`config.mk`:
```
export PLATFORM = sky130hd
export DESIGN_NAME = multiset_permutation_generator_core
export DESIGN_NICKNAME = d
export VERILOG_FILES = /design/src/rtl/mpg_pkg.sv /design/src/rtl/multiset_permutation_generator_core.sv /design/src/rtl/mpg_store.sv /design/src/rtl/mpg_seq.sv
export SDC_FILE = /design/constraint.sdc
export NUM_CORES = 1
export LEC_CHECK = 0
export BUFFER_PORTS_ARGS = -buffer_cell sky130_fd_sc_hd__buf_4
export CORE_UTILIZATION = 50
export DETAILED_ROUTE_END_ITERATION = 10
export PLACE_DENSITY = 0.81
export SETUP_SLACK_MARGIN = 0.4
export SLEW_MARGIN = 25
export SYNTH_ARGS = -nofsm -noshare
export SYNTH_HDL_FRONTEND = slang
export SYNTH_SLANG_ARGS = --single-unit
```
`constraint.sdc`:
```
create_clock -name clock -period 4.9 [get_ports clock]
set_clock_uncertainty 0.15 [all_clocks]
set_input_delay 0.245 -clock clock [delete_from_list [all_inputs] [get_ports clock]]
set_output_delay 0.245 -clock clock [all_outputs]
set_load 0.03 [all_outputs]
```
`src/rtl/mpg_pkg.sv`:
```
// ----------------------------------------------------------------------------
// Multiset permutation generator package
// Sizes, codes, payload structs and sequencer states shared by the core.
// ----------------------------------------------------------------------------
package mpg_pkg;

   localparam int MAX_ELEMENTS = 8;
   localparam int VALUE_WIDTH  = 8;
   localparam int IDX_W        = $clog2(MAX_ELEMENTS);
   localparam int CNT_W        = $clog2(MAX_ELEMENTS + 1);
   localparam int OPCODE_W     = 2;
   localparam int ITEM_W       = 8;
   localparam int LEN_W        = 4;
   localparam int OUT_ITEMS    = 8;

   typedef enum logic [OPCODE_W-1:0] {
      OP_CLEAR  = 2'd0,
      OP_APPEND = 2'd1,
      OP_NEXT   = 2'd2
   } opcode_type;

   typedef logic signed [VALUE_WIDTH-1:0] elem_type;

   typedef struct packed {
      logic [OPCODE_W-1:0]      opcode;
      logic signed [ITEM_W-1:0] value;
   } req_type;

   typedef struct packed {
      logic                     exists;
      logic                     last;
      logic [LEN_W-1:0]         length;
      logic signed [ITEM_W-1:0] item_zero;
      logic signed [ITEM_W-1:0] item_one;
      logic signed [ITEM_W-1:0] item_two;
      logic signed [ITEM_W-1:0] item_three;
      logic signed [ITEM_W-1:0] item_four;
      logic signed [ITEM_W-1:0] item_five;
      logic signed [ITEM_W-1:0] item_six;
      logic signed [ITEM_W-1:0] item_seven;
   } rsp_type;

   // Element store port group driven by the sequencer.
   typedef struct packed {
      logic             wr_en;
      logic [IDX_W-1:0] wr_addr;
      elem_type         wr_data;
      logic [IDX_W-1:0] rd_addr_a;
      logic [IDX_W-1:0] rd_addr_b;
   } store_req_type;

   // Collection writes and completion status toward the result register.
   typedef struct packed {
      logic             col_wr;
      logic [IDX_W-1:0] col_idx;
      elem_type         col_data;
      logic             done;
      logic             exists;
      logic             last;
      logic [CNT_W-1:0] length;
   } seq_status_type;

   typedef enum logic [4:0] {
      S_IDLE,
      S_SORT_RD,
      S_SORT_CMP,
      S_SORT_WA,
      S_SORT_WB,
      S_PIV_RD,
      S_PIV_CMP,
      S_SUC_RD,
      S_SUC_CMP,
      S_SWAP_WA,
      S_SWAP_WB,
      S_REV_RD,
      S_REV_WA,
      S_REV_WB,
      S_COL_RD,
      S_COL_CAP,
      S_DONE
   } seq_state_type;

endpackage

```
`src/rtl/multiset_permutation_generator_core.sv`:
```
// ----------------------------------------------------------------------------
// Multiset permutation generator core
// Returns the distinct permutations of a loaded multiset in ascending order.
// ----------------------------------------------------------------------------
// Load the store with clear and append commands, then issue next commands:
// each one answers with exactly one rsp_strobe cycle carrying the following
// distinct arrangement in ascending signed lexicographic order, with last set
// on the final one and exists clear once the sequence is used up or the
// store is empty. The receiver cannot stall, so capture rsp_item on the
// strobe. Clear and append produce no transfer. A next command holds busy
// while it runs: the first one after loading runs a bubble sort when there
// are two or more elements, later ones run the pivot scan, successor scan,
// swap and suffix reversal, and each ends in a collection pass; an empty or
// exhausted store answers without any of these steps. The element store has
// a single write port, and one comparator serves every comparison step.
// Appending to a full store drops the element but still restarts the
// sequence from the smallest arrangement.
// ----------------------------------------------------------------------------
module multiset_permutation_generator_core
   import mpg_pkg::*;
(
   input  logic    clock,
   input  logic    reset,
   input  logic    start,
   output logic    busy,
   input  req_type req_item,
   output logic    rsp_strobe,
   output rsp_type rsp_item
);

   store_req_type            store_req;
   seq_status_type           status;
   elem_type                 rd_data_a;
   elem_type                 rd_data_b;
   logic                     next_accept;

   // result staging: one register per output position
   logic signed [ITEM_W-1:0] item_ff [OUT_ITEMS];
   logic signed [ITEM_W-1:0] item_in [OUT_ITEMS];
   rsp_type                  rsp_ff, rsp_in;
   logic                     rsp_strobe_ff;

   mpg_store u_store (
      .clock     (clock),
      .store_req (store_req),
      .rd_data_a (rd_data_a),
      .rd_data_b (rd_data_b)
   );

   mpg_seq u_seq (
      .clock     (clock),
      .reset     (reset),
      .start     (start),
      .req_item  (req_item),
      .rd_data_a (rd_data_a),
      .rd_data_b (rd_data_b),
      .busy      (busy),
      .store_req (store_req),
      .status    (status)
   );

   assign next_accept = start && !busy && (req_item.opcode == OP_NEXT);

   // Drop stale positions on every next command so unused ones read zero,
   // then fill from the collection pass.
   always_comb begin
      for (int i = 0; i < OUT_ITEMS; i++) begin
         item_in[i] = item_ff[i];
      end
      if (next_accept) begin
         for (int i = 0; i < OUT_ITEMS; i++) begin
            item_in[i] = '0;
         end
      end else if (status.col_wr) begin
         item_in[status.col_idx] = ITEM_W'(status.col_data);
      end
   end

   // Hold the finished result apart from the staging registers, so a new
   // command in the strobe cycle cannot disturb the transfer.
   always_comb begin
      rsp_in = rsp_ff;
      if (status.done) begin
         rsp_in.exists     = status.exists;
         rsp_in.last       = status.last;
         rsp_in.length     = LEN_W'(status.length);
         rsp_in.item_zero  = item_ff[0];
         rsp_in.item_one   = item_ff[1];
         rsp_in.item_two   = item_ff[2];
         rsp_in.item_three = item_ff[3];
         rsp_in.item_four  = item_ff[4];
         rsp_in.item_five  = item_ff[5];
         rsp_in.item_six   = item_ff[6];
         rsp_in.item_seven = item_ff[7];
      end
   end

   always_ff @(posedge clock) begin
      for (int i = 0; i < OUT_ITEMS; i++) begin
         item_ff[i] <= item_in[i];
      end
      rsp_ff <= rsp_in;
   end

   // Strobe for exactly one cycle after the sequencer finishes.
   always_ff @(posedge clock) begin
      if (reset) begin
         rsp_strobe_ff <= 1'b0;
      end else begin
         rsp_strobe_ff <= status.done;
      end
   end

   assign rsp_strobe = rsp_strobe_ff;
   assign rsp_item   = rsp_ff;

endmodule

```
`src/rtl/mpg_store.sv`:
```
// ----------------------------------------------------------------------------
// Multiset permutation generator element store
// One write port, two read ports with registered read data.
// ----------------------------------------------------------------------------
module mpg_store
   import mpg_pkg::*;
(
   input  logic          clock,
   input  store_req_type store_req,
   output elem_type      rd_data_a,
   output elem_type      rd_data_b
);

   elem_type mem_ff [MAX_ELEMENTS];
   elem_type rd_a_ff;
   elem_type rd_b_ff;

   always_ff @(posedge clock) begin
      if (store_req.wr_en) begin
         mem_ff[store_req.wr_addr] <= store_req.wr_data;
      end
   end

   always_ff @(posedge clock) begin
      rd_a_ff <= mem_ff[store_req.rd_addr_a];
      rd_b_ff <= mem_ff[store_req.rd_addr_b];
   end

   assign rd_data_a = rd_a_ff;
   assign rd_data_b = rd_b_ff;

endmodule

```
`src/rtl/mpg_seq.sv`:
```
// ----------------------------------------------------------------------------
// Multiset permutation generator sequencer
// Drives the store and one shared signed comparator through sort, pivot
// search, successor search, swap, suffix reversal and result collection.
// ----------------------------------------------------------------------------
module mpg_seq
   import mpg_pkg::*;
(
   input  logic           clock,
   input  logic           reset,
   input  logic           start,
   input  req_type        req_item,
   input  elem_type       rd_data_a,
   input  elem_type       rd_data_b,
   output logic           busy,
   output store_req_type  store_req,
   output seq_status_type status
);

   seq_state_type    state_ff, state_in;
   logic [CNT_W-1:0] count_ff, count_in;
   logic             started_ff, started_in;
   logic             exhausted_ff, exhausted_in;
   logic             empty_ff, empty_in;
   logic             ascent_ff, ascent_in;
   logic [IDX_W-1:0] idx_ff, idx_in;
   logic [IDX_W-1:0] pass_ff, pass_in;
   logic [IDX_W-1:0] p_ff, p_in;
   logic [IDX_W-1:0] lo_ff, lo_in;
   logic [IDX_W-1:0] hi_ff, hi_in;
   elem_type         pv_ff, pv_in;
   elem_type         va_ff, va_in;
   elem_type         vb_ff, vb_in;

   logic             accept;
   logic             full;
   logic             no_perm;
   logic [IDX_W-1:0] last_idx;
   logic [IDX_W-1:0] last_pair;
   logic             pair_end;
   logic             pass_end;
   logic [CNT_W-1:0] p_next;
   logic [CNT_W-1:0] lo_next;
   logic [CNT_W-1:0] hi_prev;
   elem_type         cmp_x;
   elem_type         cmp_y;
   logic             cmp_lt;

   assign accept    = start && (state_ff == S_IDLE);
   assign busy      = (state_ff != S_IDLE);
   assign full      = (count_ff == CNT_W'(MAX_ELEMENTS));
   assign no_perm   = (count_ff == '0) || exhausted_ff;
   assign last_idx  = IDX_W'(count_ff - CNT_W'(1));
   assign last_pair = IDX_W'(count_ff - CNT_W'(2));
   assign pair_end  = (idx_ff == last_pair);
   assign pass_end  = (pass_ff == last_pair);
   assign p_next    = CNT_W'(p_ff) + CNT_W'(1);
   assign lo_next   = CNT_W'(lo_ff) + CNT_W'(1);
   assign hi_prev   = CNT_W'(hi_ff) - CNT_W'(1);

   // shared signed comparator
   assign cmp_lt = (cmp_x < cmp_y);

   always_comb begin
      state_in = state_ff;
      case (state_ff)
         S_IDLE: begin
            if (accept && (req_item.opcode == OP_NEXT)) begin
               if (no_perm) begin
                  state_in = S_DONE;
               end else if (count_ff < CNT_W'(2)) begin
                  state_in = S_COL_RD;
               end else if (!started_ff) begin
                  state_in = S_SORT_RD;
               end else begin
                  state_in = S_PIV_RD;
               end
            end
         end
         S_SORT_RD:  state_in = S_SORT_CMP;
         S_SORT_CMP: begin
            if (cmp_lt) begin
               state_in = S_SORT_WA;
            end else if (pair_end && pass_end) begin
               state_in = S_COL_RD;
            end else begin
               state_in = S_SORT_RD;
            end
         end
         S_SORT_WA:  state_in = S_SORT_WB;
         S_SORT_WB: begin
            if (pair_end && pass_end) begin
               state_in = S_COL_RD;
            end else begin
               state_in = S_SORT_RD;
            end
         end
         S_PIV_RD:   state_in = S_PIV_CMP;
         S_PIV_CMP: begin
            if (cmp_lt) begin
               state_in = S_SUC_RD;
            end else if (idx_ff == '0) begin
               state_in = S_COL_RD;
            end else begin
               state_in = S_PIV_RD;
            end
         end
         S_SUC_RD:   state_in = S_SUC_CMP;
         S_SUC_CMP: begin
            if (cmp_lt) begin
               state_in = S_SWAP_WA;
            end else begin
               state_in = S_SUC_RD;
            end
         end
         S_SWAP_WA:  state_in = S_SWAP_WB;
         S_SWAP_WB: begin
            if (p_next < CNT_W'(last_idx)) begin
               state_in = S_REV_RD;
            end else begin
               state_in = S_COL_RD;
            end
         end
         S_REV_RD:   state_in = S_REV_WA;
         S_REV_WA:   state_in = S_REV_WB;
         S_REV_WB: begin
            if (lo_next < hi_prev) begin
               state_in = S_REV_RD;
            end else begin
               state_in = S_COL_RD;
            end
         end
         S_COL_RD:   state_in = S_COL_CAP;
         S_COL_CAP: begin
            if (idx_ff == last_idx) begin
               state_in = S_DONE;
            end else begin
               state_in = S_COL_RD;
            end
         end
         S_DONE:     state_in = S_IDLE;
         default:    state_in = S_IDLE;
      endcase
   end

   always_comb begin
      store_req.wr_en     = 1'b0;
      store_req.wr_addr   = idx_ff;
      store_req.wr_data   = va_ff;
      store_req.rd_addr_a = idx_ff;
      store_req.rd_addr_b = IDX_W'(idx_ff + IDX_W'(1));
      cmp_x               = rd_data_a;
      cmp_y               = rd_data_b;
      case (state_ff)
         S_IDLE: begin
            store_req.wr_en   = accept && (req_item.opcode == OP_APPEND) && !full;
            store_req.wr_addr = IDX_W'(count_ff);
            store_req.wr_data = elem_type'(req_item.value);
         end
         S_SORT_CMP: begin
            cmp_x = rd_data_b;
            cmp_y = rd_data_a;
         end
         S_SORT_WA: begin
            store_req.wr_en   = 1'b1;
            store_req.wr_data = vb_ff;
         end
         S_SORT_WB: begin
            store_req.wr_en   = 1'b1;
            store_req.wr_addr = IDX_W'(idx_ff + IDX_W'(1));
            store_req.wr_data = va_ff;
         end
         S_SUC_CMP: begin
            cmp_x = pv_ff;
            cmp_y = rd_data_a;
         end
         S_SWAP_WA: begin
            store_req.wr_en   = 1'b1;
            store_req.wr_addr = p_ff;
            store_req.wr_data = vb_ff;
         end
         S_SWAP_WB: begin
            store_req.wr_en   = 1'b1;
            store_req.wr_data = pv_ff;
         end
         S_REV_RD: begin
            store_req.rd_addr_a = lo_ff;
            store_req.rd_addr_b = hi_ff;
         end
         S_REV_WA: begin
            store_req.wr_en   = 1'b1;
            store_req.wr_addr = lo_ff;
            store_req.wr_data = rd_data_b;
         end
         S_REV_WB: begin
            store_req.wr_en   = 1'b1;
            store_req.wr_addr = hi_ff;
            store_req.wr_data = va_ff;
         end
         S_COL_CAP: begin
            cmp_x = va_ff;
            cmp_y = rd_data_a;
         end
         default: begin
         end
      endcase

      status.col_wr   = (state_ff == S_COL_CAP);
      status.col_idx  = idx_ff;
      status.col_data = rd_data_a;
      status.done     = (state_ff == S_DONE);
      status.exists   = !empty_ff;
      status.last     = !empty_ff && !ascent_ff;
      status.length   = empty_ff ? '0 : count_ff;
   end

   always_comb begin
      count_in     = count_ff;
      started_in   = started_ff;
      exhausted_in = exhausted_ff;
      empty_in     = empty_ff;
      ascent_in    = ascent_ff;
      idx_in       = idx_ff;
      pass_in      = pass_ff;
      p_in         = p_ff;
      lo_in        = lo_ff;
      hi_in        = hi_ff;
      pv_in        = pv_ff;
      va_in        = va_ff;
      vb_in        = vb_ff;
      case (state_ff)
         S_IDLE: begin
            if (accept) begin
               case (req_item.opcode)
                  OP_CLEAR: begin
                     count_in     = '0;
                     started_in   = 1'b0;
                     exhausted_in = 1'b0;
                  end
                  OP_APPEND: begin
                     if (!full) begin
                        count_in = count_ff + CNT_W'(1);
                     end
                     started_in   = 1'b0;
                     exhausted_in = 1'b0;
                  end
                  OP_NEXT: begin
                     empty_in  = no_perm;
                     ascent_in = 1'b0;
                     pass_in   = '0;
                     idx_in    = '0;
                     if (started_ff && (count_ff >= CNT_W'(2))) begin
                        idx_in = last_pair;
                     end
                  end
                  default: begin
                  end
               endcase
            end
         end
         S_SORT_CMP, S_SORT_WB: begin
            if (state_ff == S_SORT_CMP) begin
               va_in = rd_data_a;
               vb_in = rd_data_b;
            end
            // step to the next pair unless a swap is pending
            if ((state_ff == S_SORT_WB) || !cmp_lt) begin
               if (pair_end) begin
                  idx_in  = '0;
                  pass_in = IDX_W'(pass_ff + IDX_W'(1));
               end else begin
                  idx_in = IDX_W'(idx_ff + IDX_W'(1));
               end
            end
         end
         S_PIV_CMP: begin
            if (cmp_lt) begin
               p_in   = idx_ff;
               pv_in  = rd_data_a;
               idx_in = last_idx;
            end else if (idx_ff != '0) begin
               idx_in = IDX_W'(idx_ff - IDX_W'(1));
            end
         end
         S_SUC_CMP: begin
            if (cmp_lt) begin
               vb_in = rd_data_a;
            end else begin
               idx_in = IDX_W'(idx_ff - IDX_W'(1));
            end
         end
         S_SWAP_WB: begin
            lo_in  = IDX_W'(p_next);
            hi_in  = last_idx;
            idx_in = '0;
         end
         S_REV_WA: begin
            va_in = rd_data_a;
         end
         S_REV_WB: begin
            lo_in = IDX_W'(lo_next);
            hi_in = IDX_W'(hi_prev);
         end
         S_COL_CAP: begin
            if ((idx_ff != '0) && cmp_lt) begin
               ascent_in = 1'b1;
            end
            va_in = rd_data_a;
            if (idx_ff != last_idx) begin
               idx_in = IDX_W'(idx_ff + IDX_W'(1));
            end
         end
         S_DONE: begin
            if (!empty_ff) begin
               started_in = 1'b1;
               if (!ascent_ff) begin
                  exhausted_in = 1'b1;
               end
            end
         end
         default: begin
         end
      endcase
   end

   always_ff @(posedge clock) begin
      if (reset) begin
         state_ff     <= S_IDLE;
         count_ff     <= '0;
         started_ff   <= 1'b0;
         exhausted_ff <= 1'b0;
         empty_ff     <= 1'b0;
         ascent_ff    <= 1'b0;
         idx_ff       <= '0;
         pass_ff      <= '0;
      end else begin
         state_ff     <= state_in;
         count_ff     <= count_in;
         started_ff   <= started_in;
         exhausted_ff <= exhausted_in;
         empty_ff     <= empty_in;
         ascent_ff    <= ascent_in;
         idx_ff       <= idx_in;
         pass_ff      <= pass_in;
      end
   end

   always_ff @(posedge clock) begin
      p_ff  <= p_in;
      lo_ff <= lo_in;
      hi_ff <= hi_in;
      pv_ff <= pv_in;
      va_ff <= va_in;
      vb_ff <= vb_in;
   end

endmodule

```
==> results of run 1 <==
stage by stage:
stage	std cells	utilization	area (um^2)	worst slack (ps)	hold slack [ps]
floorplan	908	-	11770	1109	256.4
global placement	1275	0.5587	12760	1042	262.2
detailed placement	1275	0.5589	12770	928.8	266.6
CTS	1331	0.6004	13720	924.3	129.0
global route	1331	0.6005	13720	562.0	168.8
finish	1331	0.6005	13720	883.1	143.9
synth_stat cells, drive strengths merged (4+ instances only):
cell type	n	share of area
or3	7	0.0037
clkbuf	41	0.013
nand2	65	0.021
nand2b	9	0.0048
xnor2	9	0.0067
inv	16	0.0051
a21o	6	0.0038
a22oi	24	0.016
and3	7	0.0038
xor2	6	0.0045
nor3	16	0.0082
o31ai	4	0.0030
nor2	115	0.037
nand3b	4	0.0026
dfxtp	100	0.17
nor4b	4	0.0046
mux4	32	0.061
nand3	17	0.0072
o22ai	4	0.0021
edfxtp	167	0.43
a21oi	16	0.0074
a211oi	7	0.0045
a222oi	7	0.0060
ha	23	0.024
a221oi	6	0.0050
buf	16	0.0079
mux2	18	0.017
a31oi	6	0.0032
mux2i	82	0.071
o21ai	22	0.0094
nor2b	7	0.0037
or3b	4	0.0030
worst paths after layout:
kind,end,slack [ps],cells past startpoint
hold reg to reg,rsp_item[60],270,0
setup reg to reg,u_seq.idx_ff[0],880,13
setup / recovery,u_seq.idx_ff[0],880,13
hold / removal,u_store.mem_ff[5][1],140,3
power breakdown:
group / switching (mW) / leakage (nW) / internal (mW) / total, mW
clock: 0.847 / 0.427 / 1.20 / 2.05
sequential: 0.280 / 2.34 / 2.53 / 2.81
combinational: 0.565 / 2.55 / 0.521 / 1.09
total: 1.69 / 5.32 / 4.25 / 5.94
sequential cells by signal, indices dropped and copies added (netlist names), 4 cells and up:
| name | count |
|---|---|
| u_store.rd_data_b | 8 |
| u_seq.state_ff | 5 |
| item_ff | 64 |
| u_store.rd_data_a | 8 |
| u_seq.vb_ff | 8 |
| u_store.mem_ff | 64 |
| u_seq.count_ff | 4 |
| u_seq.va_ff | 8 |
| rsp_item | 70 |
| u_seq.pv_ff | 8 |
layout make-up:
cell class / count / area share
clock buffers: 37 / 0.05271
well taps: 313 / 0.02854
flip-flops and latches: 267 / 0.5114
inverters: 16 / 0.004377
clock inverters: 13 / 0.01204
repair buffers: 117 / 0.06511
multi-input cells: 568 / 0.3258
cell families after synthesis:
kind of cell	share of synthesized area
buffers and inverters	0.02605
flip-flops	0.5963
AND/OR/NAND/NOR	0.1131
XOR/XNOR	0.01308
AO/OA/AOI/OAI	0.07678
adder cells (fa/ha/maj)	0.02531
multiplexers	0.1493
critical path, delay by kind of cell (launching register included):
family / cells / cell delay (ps)
AND/OR/NAND/NOR: 4 / 1260
AO/OA/AOI/OAI: 6 / 1200
flip-flops: 1 / 480
multiplexers: 1 / 330
buffers and inverters: 1 / 270
adder cells (fa/ha/maj): 1 / 240
what timing repair did:
item                      4_1_cts  5_1_grt
hold buffers                    6        0
hold endpoints to repair       15        0
buffers inserted                0        0
metal layers:
layer,vias up,track usage,share of wire,wire [um]
li1,3590,-,-,-
met4,0,0.08123,0.031,848
met1,3742,0.2969,0.41,11230
met2,331,0.3818,0.49,13250
met5,-,0,0,0
met3,62,0.03343,0.067,1819
placed cells by master (no fill, tap or decap), types with 4 or more instances in the layout:
master	count
edfxtp_1	167
a22oi_1	23
and3_1	6
nand3b_1	4
a31oi_1	6
a211oi_1	7
a21oi_1	13
or3_1	7
o22ai_1	4
nand2b_1	9
a21o_1	6
dfxtp_1	100
nand2_1	65
mux4_2	32
nand3_1	17
nor2_1	112
o21ai_0	18
dlygate4sd3_1	6
buf_4	111
a222oi_1	7
xnor2_1	9
mux2i_1	80
a221oi_1	5
clkbuf_1	9
clkbuf_16	27
ha_1	23
nor2b_1	7
inv_1	14
o21ai_1	4
or3b_1	4
mux2_2	18
xor2_1	6
nor3_1	13
==> flow_summary.toml, run 1 <==
[setup_path]
reg2reg_from = "u_seq.state_ff[4]"
critPathArrivalTime_ps = 4340
critPathKind = "register to register"
crit_slowest_cell = "nor2_1"
cp-startpoint = "u_seq.state_ff[4]"
crit_chain = "nand3b_1, nor2_1, a222oi_1, nand2_1, ha_1, a21o_1, a211oi_1, o211ai_1, a32oi_4, buf_4, mux2i_4, nor2_1, a211oi_1"
critPathMaxFanout = 15
slowest_delay_ps = 650
required_ps = 5220
crit_path_end_kind = "register"
crit_path_start_kind = "register"

[yosys]
ys_ff_latch = 267
synth_edf_count = 167
synth_area_mm2 = 0.01177
synth_nets = 944
ys_seq_area_frac = 0.5963
synthCells = 908
ys_types = 77
ys.flop_type = "edfxtp_1"
synthArstFlopShare = 0
yosysWarnings = 0
syn_area_per_cell_um2 = 12.96

[sta]
final_hold_viol_count = 0
finalSetupViolCount = 0
slew_headroom = 0.3647
max_slew.worst_pin.slew_ps = 950.4
fmax_ghz = 0.2489
maxSlewViolCount = 0
grt_setup_unrepaired = "no"
fin_crit_sh = 0.8198
fin_setup_tns_ps = 0
period_minus_slack_ps = 4017

[floorplan]
core_area_mm2 = 0.02285
boundaryPins = 85
dieArea_mm2 = 0.02415
die_y_um = 155.4
rows = 55
die_w_um = 155.4
start_util = 0.5150

[final_layout]
syn_to_final_growth_pct = 16.61
drive_above_1_share = 0.2220
regArea_mm2 = 0.007017
multi_input_area_mm2 = 0.004471
diodes = 0
fillers = 1774
nets = 1033

[worst_hold_path]
min_path_type = "input pin to register"
min_from = "req_item[1]"

[power_and_ir_drop]
p_leak_nw = 5.317
total_power_mw = 5.942
p_per_area_mw_per_mm2 = 433.1
vdd_drop_max_mv = 0.3331

[global_route]
track_usage = 0.2261
grt_overflow = 0
grt_antenna_before_repair = 0
grt_max_degree = 66
grt_pass1_vias = 7575
grt_pass1_wl_um = 41880

[place]
dp_hpwl_um = 18560
io_buffers = 84
gp_congestion = 0.9557

[clock_tree]
cts_made_buffers = 27
cts_sinks = 267
cts_tree = "built"
htree_levels = 1
clock-root-buffer = "clkbuf_16"
cts_resized = 0
path_clk_slew_ps = 60
clk_latency_ps = 550
clockBufferDepth = 3

[detailed_routing]
drc_errors = 0
wl_per_cell_um = 20.39
ant_nets = 0
vias = 7725
drt_iter0_drc = 630
routed_wl_um = 27150
drtPass1Iterations = 6
viasPerCell = 5.804

[outcome]
status = "finished, final reports clean"

[flow_run]
drv_cap = 0
No activity file was read; power rests on OpenSTA's default activity.
==> inputs of run 2 (changes only) <==
Settings changed: PLACE_DENSITY 0.81 to 0.78.
Clock period 4.9 ns to 3.9 ns, I/O delays scaled along.
==> run 2 against run 1 <==
Combinational power rose by 72%. Critical endpoint is now u_seq.idx_ff[2]. Register-to-register slack got worse by 390 ps. Highest routed layer unchanged. Cell count increased by 2.4%. Design area increased by 4.0%.
==> flow_summary.toml, run 2 (synthesized netlist as in run 1, its figures left out) <==
[outcome]
status = "finished, final reports clean"

[final_layout]
diodes = 0
layout_commonest_cell = "edfxtp_1"
stdcell_count = 1363
fillers = 1738
drive_above_1_share = 0.2733
syn_to_final_growth_pct = 21.23
largest_reg_flops = 70
nets = 1066
layout_common_cells = "167 x edfxtp_1, 135 x buf_4, 107 x nor2_1"

[floorplan]
core_area_mm2 = 0.02285
rows = 55
dieArea_mm2 = 0.02415
start_util = 0.5150
die_y_um = 155.4
die_w_um = 155.4
boundaryPins = 85

[setup_path]
critPathKind = "register to register"
crit_path_end_kind = "register"
reg2reg_depth = 13
timing.rr.end = "u_seq.idx_ff[2]"
critPathArrivalTime_ps = 3670
required_ps = 4170
rrSetupSlack_ps = 500
critPathMaxFanout = 7
reg2reg_from = "u_seq.state_ff[0]"
endpoint = "u_seq.idx_ff[2]"
cp-startpoint = "u_seq.state_ff[0]"
crit_path_start_kind = "register"

[power_and_ir_drop]
vdd_drop_max_mv = 0.3984
p_per_area_mw_per_mm2 = 555.1
switching_power_mw = 2.231
combPwrFrac = 0.236
intPower_mw = 5.686
seq_power_share = 0.426
swShare = 0.2818
pwr-share-clk = 0.338
p_leak_nw = 5.551

[clock_tree]
cts_sinks = 267
clk_latency_ps = 540
clockBufferDepth = 3
path_clk_slew_ps = 60
cts_made_buffers = 26
clock-root-buffer = "clkbuf_16"
cts_tree = "built"
htree_levels = 1

[sta]
fmax_ghz = 0.2940
final_hold_viol_count = 0
fin_setup_tns_ps = 0
max_slew.worst_pin.slew_ps = 910.7
grt_setup_unrepaired = "yes"
fin_crit_sh = 0.8723
maxSlewViolCount = 0
finalSetupViolCount = 0
slew_headroom = 0.3913
period_minus_slack_ps = 3402

[detailed_routing]
routed_wl_um = 27300
viasPerCell = 5.826
drtPass1Iterations = 10
wl_per_cell_um = 20.03
drc_errors = 0
ant_nets = 0
vias = 7941
drt_iter0_drc = 629

[global_route]
track_usage = 0.2267
grt_max_degree = 71
grt_overflow = 0
grt_pass1_vias = 7713
grt_antenna_before_repair = 0
grt_pass1_wl_um = 42460

[place]
dp_hpwl_um = 18430
dp.cells = 1298
gp_congestion = 0.9339
io_buffers = 84

[flow_run]
drv_cap = 0

[worst_hold_path]
min_from = "req_item[6]"
min_path_type = "input pin to register"
run 2: changes by cell type in the layout (fill, tap and decap cells not counted), sizes merged:
cell / change
bufinv: +1
clkinv: +3
clkbuf: -4
clkinvlp: -1
buf: +33
run 2: layout make-up:
cell class / count / area [um^2] / area share
Clock buffer: 32 / 735.7 / 0.05158
Clock inverter: 16 / 210.2 / 0.01474
Inverter: 16 / 60.06 / 0.004211
Multi-Input combinational cell: 568 / 4604 / 0.3228
Sequential cell: 267 / 7028 / 0.4927
Tap cell: 313 / 391.6 / 0.02746
Timing Repair Buffer: 151 / 1234 / 0.08649
run 2: worst max-delay path: stages (launching register included):
cell and delay [ps]:
dfxtp_4 390, or3b_4 420, nor3_4 310, a222oi_1 180
nand2_1 100, ha_1 240, a21o_1 170, a211oi_2 170
o211ai_1 160, a32oi_4 240, buf_8 180, mux2i_4 340
buf_4 170, a211oi_2 50
run 2: worst min path at each step:
| stage | to | slack, ps | cells after the start |
|---|---|---|---|
| 4_1_cts | u_store.mem_ff[3][6] | 70 | 3 |
| 3_5_place_dp | rsp_item[13] | 260 | 0 |
| 2_1_floorplan | u_seq.count_ff[3] | 230 | 2 |
| 3_3_place_gp | rsp_item[62] | 260 | 0 |
| 6_report | u_store.mem_ff[3][6] | 90 | 3 |
| 5_1_grt | u_store.mem_ff[3][6] | 120 | 3 |
run 2: metal layers:
metal / GRT usage / part of all wire / up-vias
li1: - / - / 3666
met1: 0.3002 / 0.41 / 3859
met2: 0.3848 / 0.49 / 350
met3: 0.03203 / 0.070 / 66
met4: 0.07376 / 0.027 / 0
met5: 0 / 0 / -
run 2: per-stage QoR:
step	hold slack, ps	utilization	power [mW]	setup WS (ps)	area (um^2)
final	90.55	0.6243	7.918	498.1	14260
after detailed placement	264.1	0.5674	5.030	264.5	12960
after global routing	121.3	0.6243	8.223	313.1	14260
after floorplan	227.3	-	4.495	418.7	11790
after global placement	263.4	0.5674	5.001	324.9	12960
after CTS	71.90	0.6135	7.715	416.7	14020
run 2: power groups by stage:
stage	clock [mW]	sequential [mW]	combinational (mW)
2_1_floorplan	0	3.35	1.15
3_3_place_gp	0	3.41	1.59
3_5_place_dp	0	3.42	1.61
4_1_cts	2.72	3.36	1.64
5_1_grt	2.84	3.38	2.00
6_report	2.67	3.37	1.87
run 2: timing repair:
item / CTS / global route
resized for setup: 7 / 32
hold endpoints to repair: 15 / 0
gates cloned: 0 / 1
pin swaps: 1 / 20
setup buffers: 1 / 9
hold buffers: 6 / 0
setup endpoints to repair: 26 / 36
==> inputs of run 3 (changes only) <==
Settings changed: CORE_UTILIZATION 50 to 55, PLACE_DENSITY 0.78 to 0.84, SYNTH_HIERARCHICAL set to 1.
==> run 3 against run 2 <==
Sequential power is 4% lower. First-iteration DRC count is 35% higher. Design area is 1.0% lower. Clock power is 2% lower. Largest cell class unchanged. Routed wire length is 8.9% higher. Maximum frequency is 7.6% lower. Critical path depth is 1 higher. Worst hold slack worse by 41 ps. Flip-flop and latch count stayed put. Non-clock buffer count is 6 lower. Synthesized area is 2.4% higher. Count of clock-buffer cells in the layout is 2 higher.
==> flow_summary.toml, run 3 <==
[outcome]
status = "finished, final reports clean"

[sta]
fin_ws_ps = 219.7
maxSlewViolCount = 0
slew_headroom = 0.4235
max_slew.worst_pin.slew_ps = 864.7
finalSetupViolCount = 0
fin_setup_tns_ps = 0
grt_setup_unrepaired = "yes"
final_hold_viol_count = 0
fin_crit_sh = 0.9437
fmax_ghz = 0.2717
period_minus_slack_ps = 3680

[yosys]
syn_area_per_cell_um2 = 12.37
synth_top_cell_area_share = 0.4163
ys_top_cells_by_count = "167 x edfxtp_1, 157 x nand2_1, 100 x dfxtp_1"
synth_area_mm2 = 0.01205
synth_top_cell_by_area = "edfxtp_1"
synthCells = 974
ys.flop_type = "edfxtp_1"
synth-simple-area-share = 0.1237
synth_area_leaders = "edfxtp_1 42%, dfxtp_1 17%, mux4_1 6.3%"
synth_compound_area_frac = 0.09255
synth_nets = 1010
synth-xor-area-share = 0.01423
synth.area.mux_share = 0.1192
ys_seq_area_frac = 0.5825
synth_fa_ha_area_frac = 0.02389
synth_edf_count = 167
yosysWarnings = 6
synthArstFlopShare = 0
yosysMostFrequentCell = "edfxtp_1"
ys_types = 72
ys_ff_latch = 267
synth_top_family_by_area = "simple AND/OR/NAND/NOR gates"

[power_and_ir_drop]
swShare = 0.2539
intPower_mw = 5.025
seq_power_share = 0.478
p_leak_nw = 5.239
p_per_area_mw_per_mm2 = 476.9
total_power_mw = 6.735
combPwrFrac = 0.134
switching_power_mw = 1.710
vdd_drop_max_mv = 0.2497
pwr-share-clk = 0.389

[detailed_routing]
wl_per_cell_um = 21.67
ant_nets = 0
routed_wl_um = 29710
drtPass1Iterations = 7
drt_iter0_drc = 850
viasPerCell = 6.167
drc_errors = 0
vias = 8455

[final_layout]
layout_common_cells = "167 x edfxtp_1, 156 x nand2_1, 136 x buf_4"
fillers = 1497
diodes = 0
nets = 1112
drive_above_1_share = 0.2235
largest_reg_flops = 70
post-route-util = 0.6654
stdcell_count = 1371
syn_to_final_growth_pct = 17.23
layout_commonest_cell = "edfxtp_1"

[setup_path]
crit_path_start_kind = "register"
crit_family = "compound AO/OA/AOI/OAI gates"
worst-path-buf-inv = 2
required_ps = 4170
critPathArrivalTime_ps = 3950
crit_slowest_cell = "mux2i_1"
slowest_delay_ps = 380
critPathKind = "register to register"
crit_path_end_kind = "register"
critPathMaxFanout = 7
crit_chain = "xnor2_4, nor4_4, buf_4, nor2_4, buf_4, mux2i_1, ha_1, nand4_1, a211o_1, o311a_4, o21a_4, or3_4, and2_4, o211a_1"
crit_top_cell = "buf_4"

[place]
io_buffers = 84
dp.cells = 1302
gp_congestion = 0.9812
dp_hpwl_um = 19650
dp_slack_ps = 269.7

[global_route]
track_usage = 0.2629
grt_pass1_wl_um = 44660
grt_max_degree = 72
grt_overflow = 0
grt_pass1_vias = 8056
grt_antenna_before_repair = 0

[clock_tree]
clk_latency_ps = 540
htree_levels = 1
clock-root-buffer = "clkbuf_16"
path_clk_slew_ps = 70
cts_made_buffers = 26
clockBufferDepth = 3
cts_sinks = 267
cts_tree = "built"

[floorplan]
dieArea_mm2 = 0.02250
boundaryPins = 85
core_area_mm2 = 0.02122
start_util = 0.5676
die_y_um = 150.0
die_w_um = 150.0
rows = 53

[flow_run]
drv_cap = 0

[worst_hold_path]
min_path_type = "input pin to register"
-- run 3: what timing repair did --
| item | 4_1_cts | 5_1_grt |
|---|---|---|
| hold endpoints to repair | 11 | 0 |
| pin swaps | 3 | 10 |
| hold buffers | 5 | 0 |
| gates cloned | 1 | 0 |
| gates resized for setup | 14 | 10 |
| setup endpoints to repair | 4 | 13 |
| setup buffers | 4 | 11 |
-- run 3: worst paths after layout --
path	end	slack (ps)	depth (start not counted)	start
setup / recovery	u_seq/idx_ff[0]	220	14	u_seq/state_ff[3]
hold / removal	u_seq/exhausted_ff	50	3	start
setup reg to reg	u_seq/idx_ff[0]	220	14	u_seq/state_ff[3]
hold reg to reg	rsp_item[5]	280	0	item_ff[1][29]
-- run 3: cells by family (layout without fill, tap and decap cells) --
group / count (synthesis) / count (layout)
adders and majority gates: 23 / 23
xor gates and xnor gates: 18 / 18
muxes: 90 / 90
and+or+nand+nor: 314 / 315
DFF: 267 / 267
AOI/OAI and AO/OA: 170 / 170
buffers and inverters: 92 / 213
-- run 3: metal layers --
metal / vias up / global-route usage / wire length, um
li1: 3827 / - / -
met2: 464 / 0.4535 / 14780
met4: 0 / 0.09646 / 928
met5: - / 0 / 0
met3: 88 / 0.04573 / 2726
met1: 4076 / 0.3311 / 11280
-- run 3: power by group through the flow --
stage	sequential, mW	combinational (mW)	clock [mW]
finish	3.22	0.900	2.62
global route	3.22	0.957	2.76
CTS	3.21	0.840	2.66
detailed placement	3.28	0.828	0
global placement	3.27	0.809	0
floorplan	3.32	0.517	0
-- run 3: final cells by class --
cell class / instances / area (um^2) / share of cell area
sequential: 267 / 7036 / 0.4982
multi-input combinational: 616 / 4627 / 0.3277
timing repair buffer: 145 / 1125 / 0.07966
clock buffer: 34 / 742.0 / 0.05254
tap: 275 / 344.1 / 0.02437
clock inverter: 14 / 168.9 / 0.01196
inverter: 20 / 78.83 / 0.005582
-- run 3: worst reg2reg max path, cell delays in order (launching register included) --
cell and delay (ps):
dfxtp_4 370, xnor2_4 220, nor4_4 50, buf_4 160, nor2_4 170, buf_4 150, mux2i_1 380, ha_1 250
nand4_1 160, a211o_1 260, o311a_4 340, o21a_4 150, or3_4 370, and2_4 180, o211a_1 210
-- run 3: through the flow --
stage	area, um^2	hold slack [ps]
global placement	12920	262.3
CTS	13980	37.71
global route	14120	50.57
detailed placement	12920	263.5
finish	14120	49.87
floorplan	12080	116.6
